File: src/hdl/sld_pkg.sv
// shared types and constants for the sorted list insert/delete block
package sld_pkg;

   localparam int CAPACITY_DEF = 16;
   localparam int VALUE_W      = 8;
   localparam int POS_W        = 4;
   localparam int COUNT_W      = 5;

   typedef enum logic {
      KIND_INSERT = 1'b0,
      KIND_DELETE = 1'b1
   } kind_type;

   typedef enum logic [1:0] {
      STATUS_DONE      = 2'd0,
      STATUS_FULL      = 2'd1,
      STATUS_NOT_FOUND = 2'd2
   } status_type;

   // outcome of one entry-versus-value compare
   typedef struct packed {
      logic ge;
      logic eq;
   } cmp_res_type;

endpackage

File: src/hdl/sld_req_if.sv
// command channel: kind and value with valid/ready handshake
interface sld_req_if;
   logic                        valid;
   logic                        ready;
   sld_pkg::kind_type           kind;
   logic [sld_pkg::VALUE_W-1:0] value;

   modport source (output valid, output kind, output value, input ready);
   modport sink (input valid, input kind, input value, output ready);
endinterface

File: src/hdl/sld_rsp_if.sv
// result channel: status, position, count, empty flag and smallest value
interface sld_rsp_if;
   logic                        valid;
   logic                        ready;
   sld_pkg::status_type         status;
   logic [sld_pkg::POS_W-1:0]   position;
   logic [sld_pkg::COUNT_W-1:0] entry_count;
   logic                        is_empty;
   logic [sld_pkg::VALUE_W-1:0] smallest_value;

   modport source (output valid, output status, output position, output entry_count,
                   output is_empty, output smallest_value, input ready);
   modport sink (input valid, input status, input position, input entry_count,
                 input is_empty, input smallest_value, output ready);
endinterface

File: src/hdl/sld_ram.sv
// generic simple dual-port ram with registered read
module sld_ram #(
   parameter int WIDTH = 8,
   parameter int DEPTH = 16
) (
   input  logic                     clock,
   input  logic                     wr_en,
   input  logic [$clog2(DEPTH)-1:0] wr_addr,
   input  logic [WIDTH-1:0]         wr_data,
   input  logic                     rd_en,
   input  logic [$clog2(DEPTH)-1:0] rd_addr,
   output logic [WIDTH-1:0]         rd_data
);
   logic [WIDTH-1:0] mem_ff [DEPTH];
   logic [WIDTH-1:0] rd_data_ff;

   always_ff @(posedge clock) begin
      if (wr_en) begin
         mem_ff[wr_addr] <= wr_data;
      end
      if (rd_en) begin
         rd_data_ff <= mem_ff[rd_addr];
      end
   end

   assign rd_data = rd_data_ff;
endmodule

File: src/hdl/sld_cmp.sv
// shared byte comparator used by the scan
module sld_cmp (
   input  logic [sld_pkg::VALUE_W-1:0] entry,
   input  logic [sld_pkg::VALUE_W-1:0] value,
   output sld_pkg::cmp_res_type        res
);
   import sld_pkg::*;

   // unsigned compare
   assign res.ge = (entry >= value);
   assign res.eq = (entry == value);
endmodule

File: src/hdl/sorted_list_insert_delete.sv
// sorted list insert/delete: bounded ascending multiset of bytes in a ram
//
// usage
//  - req_if carries one command word: kind (insert or delete) and an unsigned
//    byte value; it is taken when valid and ready are both high
//  - rsp_if returns exactly one word per command: status, position touched,
//    entry count, empty flag and the smallest stored value
//  - ready is high only while the sequencer is idle; one command at a time
// timing
//  - a linear scan reads one ram entry per cycle through the single read port
//    and compares it in the shared comparator, then a shift pass moves the
//    tail one entry per cycle over the same port; an insert then writes its
//    value into the freed slot, and last entry 0 is re-read; a full insert
//    skips the scan and shift, a delete with no match skips the shift; ready
//    returns high in the same cycle that the result first shows on rsp_if
// stalls and reset
//  - the result sits in an output register; a new command is accepted while
//    it waits, and the next result holds in the final state until taken
//  - reset empties the list (count to zero) and drops any pending result;
//    the ram contents are not cleared and no clearing pass is needed
module sorted_list_insert_delete #(
   parameter int CAPACITY = sld_pkg::CAPACITY_DEF
) (
   input  logic      clock,
   input  logic      reset,
   sld_req_if.sink   req_if,
   sld_rsp_if.source rsp_if
);
   import sld_pkg::*;

   localparam int AW = $clog2(CAPACITY);
   localparam int CW = $clog2(CAPACITY + 1);
   localparam logic [CW-1:0] CAP_CNT = CW'(CAPACITY);

   typedef enum logic [5:0] {
      S_IDLE  = 6'b000001,
      S_SCAN  = 6'b000010,
      S_SHIFT = 6'b000100,
      S_PUT   = 6'b001000,
      S_HEAD  = 6'b010000,
      S_WAIT  = 6'b100000
   } state_type;

   // control state
   state_type            state_ff, state_in;
   logic [CW-1:0]        count_ff, count_in;
   logic [CW-1:0]        idx_ff, idx_in;
   logic                 pend_ff, pend_in;
   logic                 rsp_valid_ff;

   // command and result payload
   kind_type             kind_ff;
   logic [VALUE_W-1:0]   value_ff;
   logic [CW-1:0]        pos_ff, pos_in;
   logic [AW-1:0]        wa_ff, wa_in;
   status_type           status_ff, status_in;
   status_type           rsp_status_ff;
   logic [POS_W-1:0]     rsp_position_ff;
   logic [COUNT_W-1:0]   rsp_count_ff;
   logic                 rsp_empty_ff;
   logic [VALUE_W-1:0]   rsp_smallest_ff;

   // ram port
   logic                 ram_wr_en;
   logic [AW-1:0]        ram_wr_addr;
   logic [VALUE_W-1:0]   ram_wr_data;
   logic                 ram_rd_en;
   logic [AW-1:0]        ram_rd_addr;
   logic [VALUE_W-1:0]   ram_rd_data;

   cmp_res_type          cmp_res;
   logic                 hit;
   logic                 accept;
   logic                 rsp_load;
   logic [CW-1:0]        idx_dec;
   logic [CW+POS_W-1:0]  pos_wide;
   logic [CW+COUNT_W-1:0] count_wide;

   sld_ram #(
      .WIDTH (VALUE_W),
      .DEPTH (CAPACITY)
   ) u_ram (
      .clock   (clock),
      .wr_en   (ram_wr_en),
      .wr_addr (ram_wr_addr),
      .wr_data (ram_wr_data),
      .rd_en   (ram_rd_en),
      .rd_addr (ram_rd_addr),
      .rd_data (ram_rd_data)
   );

   sld_cmp u_cmp (
      .entry (ram_rd_data),
      .value (value_ff),
      .res   (cmp_res)
   );

   assign req_if.ready = (state_ff == S_IDLE);
   assign accept       = req_if.valid && req_if.ready;

   // insert stops at the first entry not smaller, delete at the first equal one
   assign hit     = (kind_ff == KIND_DELETE) ? cmp_res.eq : cmp_res.ge;
   assign idx_dec = idx_ff - 1'b1;

   always_comb begin
      state_in    = state_ff;
      count_in    = count_ff;
      idx_in      = idx_ff;
      pend_in     = pend_ff;
      pos_in      = pos_ff;
      wa_in       = wa_ff;
      status_in   = status_ff;
      ram_wr_en   = 1'b0;
      ram_wr_addr = wa_ff;
      ram_wr_data = ram_rd_data;
      ram_rd_en   = 1'b0;
      ram_rd_addr = idx_ff[AW-1:0];
      rsp_load    = 1'b0;

      unique case (state_ff)
         S_IDLE: begin
            if (req_if.valid) begin
               idx_in  = '0;
               pend_in = 1'b0;
               if ((req_if.kind == KIND_INSERT) && (count_ff == CAP_CNT)) begin
                  // store full: refuse, just report
                  status_in = STATUS_FULL;
                  pos_in    = '0;
                  state_in  = S_HEAD;
               end else begin
                  state_in = S_SCAN;
               end
            end
         end
         S_SCAN: begin
            // read issued last cycle is compared this cycle
            if (pend_ff && hit) begin
               pend_in   = 1'b0;
               pos_in    = idx_dec;
               status_in = STATUS_DONE;
               // insert shifts from the top down, delete from just past the hit
               idx_in    = (kind_ff == KIND_INSERT) ? count_ff : idx_ff;
               state_in  = S_SHIFT;
            end else if (idx_ff == count_ff) begin
               pend_in = 1'b0;
               if (kind_ff == KIND_INSERT) begin
                  // append at the end
                  pos_in    = count_ff;
                  status_in = STATUS_DONE;
                  idx_in    = count_ff;
                  state_in  = S_SHIFT;
               end else begin
                  pos_in    = '0;
                  status_in = STATUS_NOT_FOUND;
                  state_in  = S_HEAD;
               end
            end else begin
               ram_rd_en   = 1'b1;
               ram_rd_addr = idx_ff[AW-1:0];
               idx_in      = idx_ff + 1'b1;
               pend_in     = 1'b1;
            end
         end
         S_SHIFT: begin
            // write back the word read last cycle, one slot over
            ram_wr_en = pend_ff;
            if (kind_ff == KIND_INSERT) begin
               if (idx_ff > pos_ff) begin
                  ram_rd_en   = 1'b1;
                  ram_rd_addr = idx_dec[AW-1:0];
                  wa_in       = idx_ff[AW-1:0];
                  idx_in      = idx_dec;
                  pend_in     = 1'b1;
               end else begin
                  pend_in  = 1'b0;
                  state_in = S_PUT;
               end
            end else begin
               if (idx_ff < count_ff) begin
                  ram_rd_en   = 1'b1;
                  ram_rd_addr = idx_ff[AW-1:0];
                  wa_in       = idx_dec[AW-1:0];
                  idx_in      = idx_ff + 1'b1;
                  pend_in     = 1'b1;
               end else begin
                  pend_in  = 1'b0;
                  count_in = count_ff - 1'b1;
                  state_in = S_HEAD;
               end
            end
         end
         S_PUT: begin
            ram_wr_en   = 1'b1;
            ram_wr_addr = pos_ff[AW-1:0];
            ram_wr_data = value_ff;
            count_in    = count_ff + 1'b1;
            state_in    = S_HEAD;
         end
         S_HEAD: begin
            // fetch entry 0 for the smallest value
            ram_rd_en   = 1'b1;
            ram_rd_addr = '0;
            state_in    = S_WAIT;
         end
         S_WAIT: begin
            // ram output holds entry 0 until the output register is free
            if (!rsp_valid_ff || rsp_if.ready) begin
               rsp_load = 1'b1;
               state_in = S_IDLE;
            end
         end
         default: begin
            state_in = S_IDLE;
         end
      endcase
   end

   assign pos_wide   = {{POS_W{1'b0}}, pos_ff};
   assign count_wide = {{COUNT_W{1'b0}}, count_ff};

   always_ff @(posedge clock) begin
      if (reset) begin
         state_ff     <= S_IDLE;
         count_ff     <= '0;
         idx_ff       <= '0;
         pend_ff      <= 1'b0;
         rsp_valid_ff <= 1'b0;
      end else begin
         state_ff <= state_in;
         count_ff <= count_in;
         idx_ff   <= idx_in;
         pend_ff  <= pend_in;
         if (rsp_load) begin
            rsp_valid_ff <= 1'b1;
         end else if (rsp_if.ready) begin
            rsp_valid_ff <= 1'b0;
         end
      end
   end

   always_ff @(posedge clock) begin
      if (accept) begin
         kind_ff  <= req_if.kind;
         value_ff <= req_if.value;
      end
      pos_ff    <= pos_in;
      wa_ff     <= wa_in;
      status_ff <= status_in;
      if (rsp_load) begin
         rsp_status_ff   <= status_ff;
         rsp_position_ff <= pos_wide[POS_W-1:0];
         rsp_count_ff    <= count_wide[COUNT_W-1:0];
         rsp_empty_ff    <= (count_ff == '0);
         rsp_smallest_ff <= (count_ff == '0) ? '0 : ram_rd_data;
      end
   end

   assign rsp_if.valid          = rsp_valid_ff;
   assign rsp_if.status         = rsp_status_ff;
   assign rsp_if.position       = rsp_position_ff;
   assign rsp_if.entry_count    = rsp_count_ff;
   assign rsp_if.is_empty       = rsp_empty_ff;
   assign rsp_if.smallest_value = rsp_smallest_ff;

   // checks

   a_count_bound: assert property (@(posedge clock) disable iff (reset)
      count_ff <= CAP_CNT)
      else $error("entry count above capacity");

   a_write_phase: assert property (@(posedge clock) disable iff (reset)
      ram_wr_en |-> (state_ff == S_SHIFT || state_ff == S_PUT))
      else $error("ram written outside shift or put");

   a_accept_leaves_idle: assert property (@(posedge clock) disable iff (reset)
      accept |=> (state_ff == S_SCAN || state_ff == S_HEAD))
      else $error("accepted command did not start");

   a_empty_smallest: assert property (@(posedge clock) disable iff (reset)
      (rsp_if.valid && rsp_if.is_empty) |->
         (rsp_if.smallest_value == '0 && rsp_if.entry_count == '0))
      else $error("empty result with nonzero smallest value or count");

endmodule
File: src/flat_wrapper.sv
// flat-port wrapper written by rule: the top's interface ports become plain ports
module sorted_list_insert_delete_flat import sld_pkg::*;
#(
   parameter int CAPACITY = sld_pkg::CAPACITY_DEF
)
  (clock, reset, req_if_valid, req_if_kind, req_if_value, req_if_ready, rsp_if_valid, rsp_if_status, rsp_if_position, rsp_if_entry_count, rsp_if_is_empty, rsp_if_smallest_value, rsp_if_ready);
  sld_req_if req_if_i ();
  sld_rsp_if rsp_if_i ();
  input  logic clock;
  input  logic reset;
  input wire logic [$bits(req_if_i.valid)-1:0] req_if_valid;
  input wire logic [$bits(req_if_i.kind)-1:0] req_if_kind;
  input wire logic [$bits(req_if_i.value)-1:0] req_if_value;
  output wire logic [$bits(req_if_i.ready)-1:0] req_if_ready;
  output wire logic [$bits(rsp_if_i.valid)-1:0] rsp_if_valid;
  output wire logic [$bits(rsp_if_i.status)-1:0] rsp_if_status;
  output wire logic [$bits(rsp_if_i.position)-1:0] rsp_if_position;
  output wire logic [$bits(rsp_if_i.entry_count)-1:0] rsp_if_entry_count;
  output wire logic [$bits(rsp_if_i.is_empty)-1:0] rsp_if_is_empty;
  output wire logic [$bits(rsp_if_i.smallest_value)-1:0] rsp_if_smallest_value;
  input wire logic [$bits(rsp_if_i.ready)-1:0] rsp_if_ready;
  assign req_if_i.valid = req_if_valid;
  assign req_if_i.kind = req_if_kind;
  assign req_if_i.value = req_if_value;
  assign req_if_ready = req_if_i.ready;
  assign rsp_if_valid = rsp_if_i.valid;
  assign rsp_if_status = rsp_if_i.status;
  assign rsp_if_position = rsp_if_i.position;
  assign rsp_if_entry_count = rsp_if_i.entry_count;
  assign rsp_if_is_empty = rsp_if_i.is_empty;
  assign rsp_if_smallest_value = rsp_if_i.smallest_value;
  assign rsp_if_i.ready = rsp_if_ready;
  sorted_list_insert_delete #(.CAPACITY(CAPACITY)) u_core (.clock(clock), .reset(reset), .req_if(req_if_i), .rsp_if(rsp_if_i));
endmodule
File: config.mk
export PLATFORM = sky130hd
export DESIGN_NAME = sorted_list_insert_delete_flat
export DESIGN_NICKNAME = d
export VERILOG_FILES = /design/src/hdl/sld_pkg.sv /design/src/hdl/sld_req_if.sv /design/src/hdl/sld_rsp_if.sv /design/src/hdl/sld_ram.sv /design/src/hdl/sld_cmp.sv /design/src/hdl/sorted_list_insert_delete.sv /design/src/flat_wrapper.sv
export SDC_FILE = /design/constraint.sdc
export NUM_CORES = 1
export LEC_CHECK = 0
export ABC_CLOCK_PERIOD_IN_PS = 4200
export BUFFER_PORTS_ARGS = -buffer_cell sky130_fd_sc_hd__buf_2
export CORE_ASPECT_RATIO = 1.25
export CORE_MARGIN = 5
export CORE_UTILIZATION = 62
export CTS_CLUSTER_SIZE = 8
export DETAILED_ROUTE_END_ITERATION = 12
export GPL_ROUTABILITY_DRIVEN = 1
export PLACE_DENSITY = 0.83
export SYNTH_ARGS = -nofsm -noshare
export SYNTH_HDL_FRONTEND = slang
export SYNTH_SLANG_ARGS = --single-unit
File: constraint.sdc
create_clock -name clock -period 4.2 [get_ports clock]
set_clock_uncertainty 0.2 [all_clocks]
set_input_delay 0.63 -clock clock [delete_from_list [all_inputs] [get_ports clock]]
set_output_delay 0.63 -clock clock [all_outputs]
set_load 0.02 [all_outputs]
==> results.txt <==
Status - finished, final reports clean
Area Growth Syn to Fin - 10.8%
Yosys warnings - 0
Pwr Total - 4100 µW
Pwr dens - 413 nW/µm²
Area taken by multi-input logic gates - 3010 µm²
Crit Path Class - flop to flop
Simple-Gate Fraction of Synth Area - 0.133
Die Y - 144 µm
DR iter-0 viols - 840
Cts repair resizes - 0
Setup crit start - u_core.idx_ff[0]$_SDFFE_PP0P_
# rows - 49
Synth unique cells - 69
Post-CTS Setup Bufs - 0
Layout cells sized above 1 - 0.140
Worst setup EP type - flop
Clk_lat worst skew - 0.44 ns
Cell area after layout - 9920 µm²
Vias in the first global route - 6,077
Wire per inst - 22.3 µm
P_leak - 0.00358 µW
Sequential share of the synthesized area - 0.630
RSZ-0062 raised after global routing - no
Nets - 793
Fin. Hold Viols - 0
Fin crit period - 3.84 ns
Max Fclk - 261 MHz
Hold_sp - req_if_value[4]
Required @ worst endpoint - 4.25 ns
Finish-stage setup viols - 0
Number of buffers added on ports - 34
Number of synthesized register bits - 194
Commonest non-fill, non-tap cell in the layout - edfxtp_1
Core Region - 14,300 µm²
Avg Cell Area, Syn - 12.5 µm²
Worst path arrival time - 3.88 ns
GPL Wtd Cong - 0.978
Post-Synthesis Cells - 715
Largest net degree at the start of global routing - 49
R2r startpoint - u_core.idx_ff[0]$_SDFFE_PP0P_
Via count - 6,227
CTS Buf Count - 17
Top FF cell, synth - edfxtp_1
Initial Utilization - 0.627
Startpoint types - flop
CTS max path bufs - 2
Boundary pin count - 35
CTS clk-pin slew, worst paths - 0.08 ns
Crit Path Max Fanout - 48
CTS Sinks - 194
Drt drc - 0
# diodes - 0
Max Slew Vio Count - 0
Type of the worst min-delay path - primary input to flop
Global-route wire length before repair - 32.9 mm
Detail Route Antenna Nets - 0
Main combinational cell family by area after synthesis - compound AO/OA/AOI/OAI gates
Die ar. - 17,000 µm²
Number of enable flip-flop cells after synthesis - 176
Mux contribution to synthesized area - 0.0159
Initial antenna violation count - 0
Die Wd - 118 µm
Hold Buf Count CTS - 0
H-tree Lvls - 4
Final setup TNS - 0 ns
Hold_ws - 0.158 ns
Routed vias/inst - 6.60
Post-Syn Nets - 754
Total iterations of the first detailed-routing run - 8
Root buf cell - clkbuf_16
Synth async-reset ratio - 0
Synthesized cell area - 8960 µm²
Aggregate global-route resource usage - 0.251
Peak VDD IR - 0.326 mV
Slew HR - 0.436
Hpwl dp - 14.4 mm
Register area - 5650 µm²
CTS tree - built
Grt ovf - 0
Period utilisation layout - 0.913
XOR/XNOR Fraction of Synth Area - 0.0108
Number of max-cap violations - 0
Most frequent cells in the layout - edfxtp_1, nand2_1, nor2_1
DP Area - 9330 µm²
Fillers - 874
Worst-margin pin slew - 0.842 ns
Routed wire length - 21.0 mm
Post-synthesis compound-gate area fraction - 0.140
Adder-Cell Fraction of Synth Area - 0.0372
==> through the flow <==
step / setup WS [ns] / utilization / cells
2_1_floorplan: 0.999 / - / 715
3_3_place_gp: 0.637 / 0.653 / 913
3_5_place_dp: 0.431 / 0.653 / 913
4_1_cts: 0.418 / 0.695 / 944
5_1_grt: 0.106 / 0.695 / 944
6_report: 0.364 / 0.695 / 944
==> cells in the mapped netlist (4+ instances only) <==
library cell	instances	area, µm²
a2111oi_0	8	70.1
a2111oi_2	8	120
a211oi_1	5	37.5
a21boi_0	10	75.1
a21boi_1	5	37.5
a21o_1	8	60.1
a21oi_1	25	125
a221o_1	8	80.1
a31oi_1	10	62.6
a32o_1	16	160
and2_1	4	25.0
and3_1	35	219
buf_2	5	25.0
buf_6	6	67.6
clkbuf_1	22	82.6
dfxtp_1	18	360
edfxtp_1	176	5290
ha_1	25	313
inv_1	24	90.1
mux2i_1	12	120
nand2_1	93	349
nand3_1	9	45.0
nor2_1	58	218
nor2b_1	10	62.6
nor3_1	12	60.1
o21ai_0	22	110
o32ai_1	8	70.1
or4_1	4	30.0
xnor2_1	9	78.8
==> power by group <==
group,internal (µW),switching (µW)
Sequential,2100,14.5
Clock,893,734
Combinational,132,223
Total,3130,971
==> critical path, stage by stage (launching register included) <==
cell and delay (ns):
dfxtp_1 0.53, inv_1 0.23, ha_1 0.23, and2b_4 0.26
nor3_1 0.06, or4_1 0.68, nand2_4 0.50, mux2i_1 0.19
a221o_1 0.40, a2111oi_2 0.33
==> registers in the layout, indices dropped and copies added (netlist names), 2 cells and up <==
name	flops
u_core.u_ram.mem_ff	128
u_core.rsp_if.smallest_value	8
u_core.u_ram.rd_data	8
u_core.value_ff	8
u_core.state_ff	6
u_core.count_ff	5
u_core.idx_ff	5
u_core.pos_ff	5
u_core.rsp_if.entry_count	5
u_core.rsp_if.position	4
u_core.wa_ff	4
u_core.rsp_if.status	2
u_core.status_ff	2
==> layer usage <==
metal | track usage | wire (µm) | up-vias
li1 | - | - | 2788
met1 | 0.299 | 7850 | 2950
met5 | 0 | 0 | -
met4 | 0.120 | 943 | 0
met2 | 0.440 | 10500 | 400
met3 | 0.0524 | 1750 | 89
==> path summary, 6_finish.rpt <==
kind                                  endpoint  slack (ns)  depth (start not counted)
max          u_core.u_ram.rd_data[6]$_DFFE_PP_        0.36                          9
min               u_core.value_ff[4]$_DFFE_PP_        0.16                          1
max reg2reg  u_core.u_ram.rd_data[6]$_DFFE_PP_        0.36                          9
min reg2reg  u_core.rsp_if.status[1]$_DFFE_PP_        0.22                          0
==> cell type report <==
type                            instances  area share
Multi-Input combinational cell        458       0.304
Clock buffer                           17      0.0429
Sequential cell                       194       0.569
Timing Repair Buffer                   58      0.0353
Inverter                               25     0.00946
Tap cell                              178      0.0224
Clock inverter                         14      0.0175
==> cells by family (layout without fill, tap and decap cells) <==
kind of cell / Yosys count / after routing
compound gates: 159 / 159
flops: 194 / 194
mux: 14 / 14
xor+xnor: 11 / 11
fa+ha+maj: 26 / 26
buf+inv: 63 / 114
simple gates: 248 / 248
No activity file was read; power rests on OpenSTA's default activity.
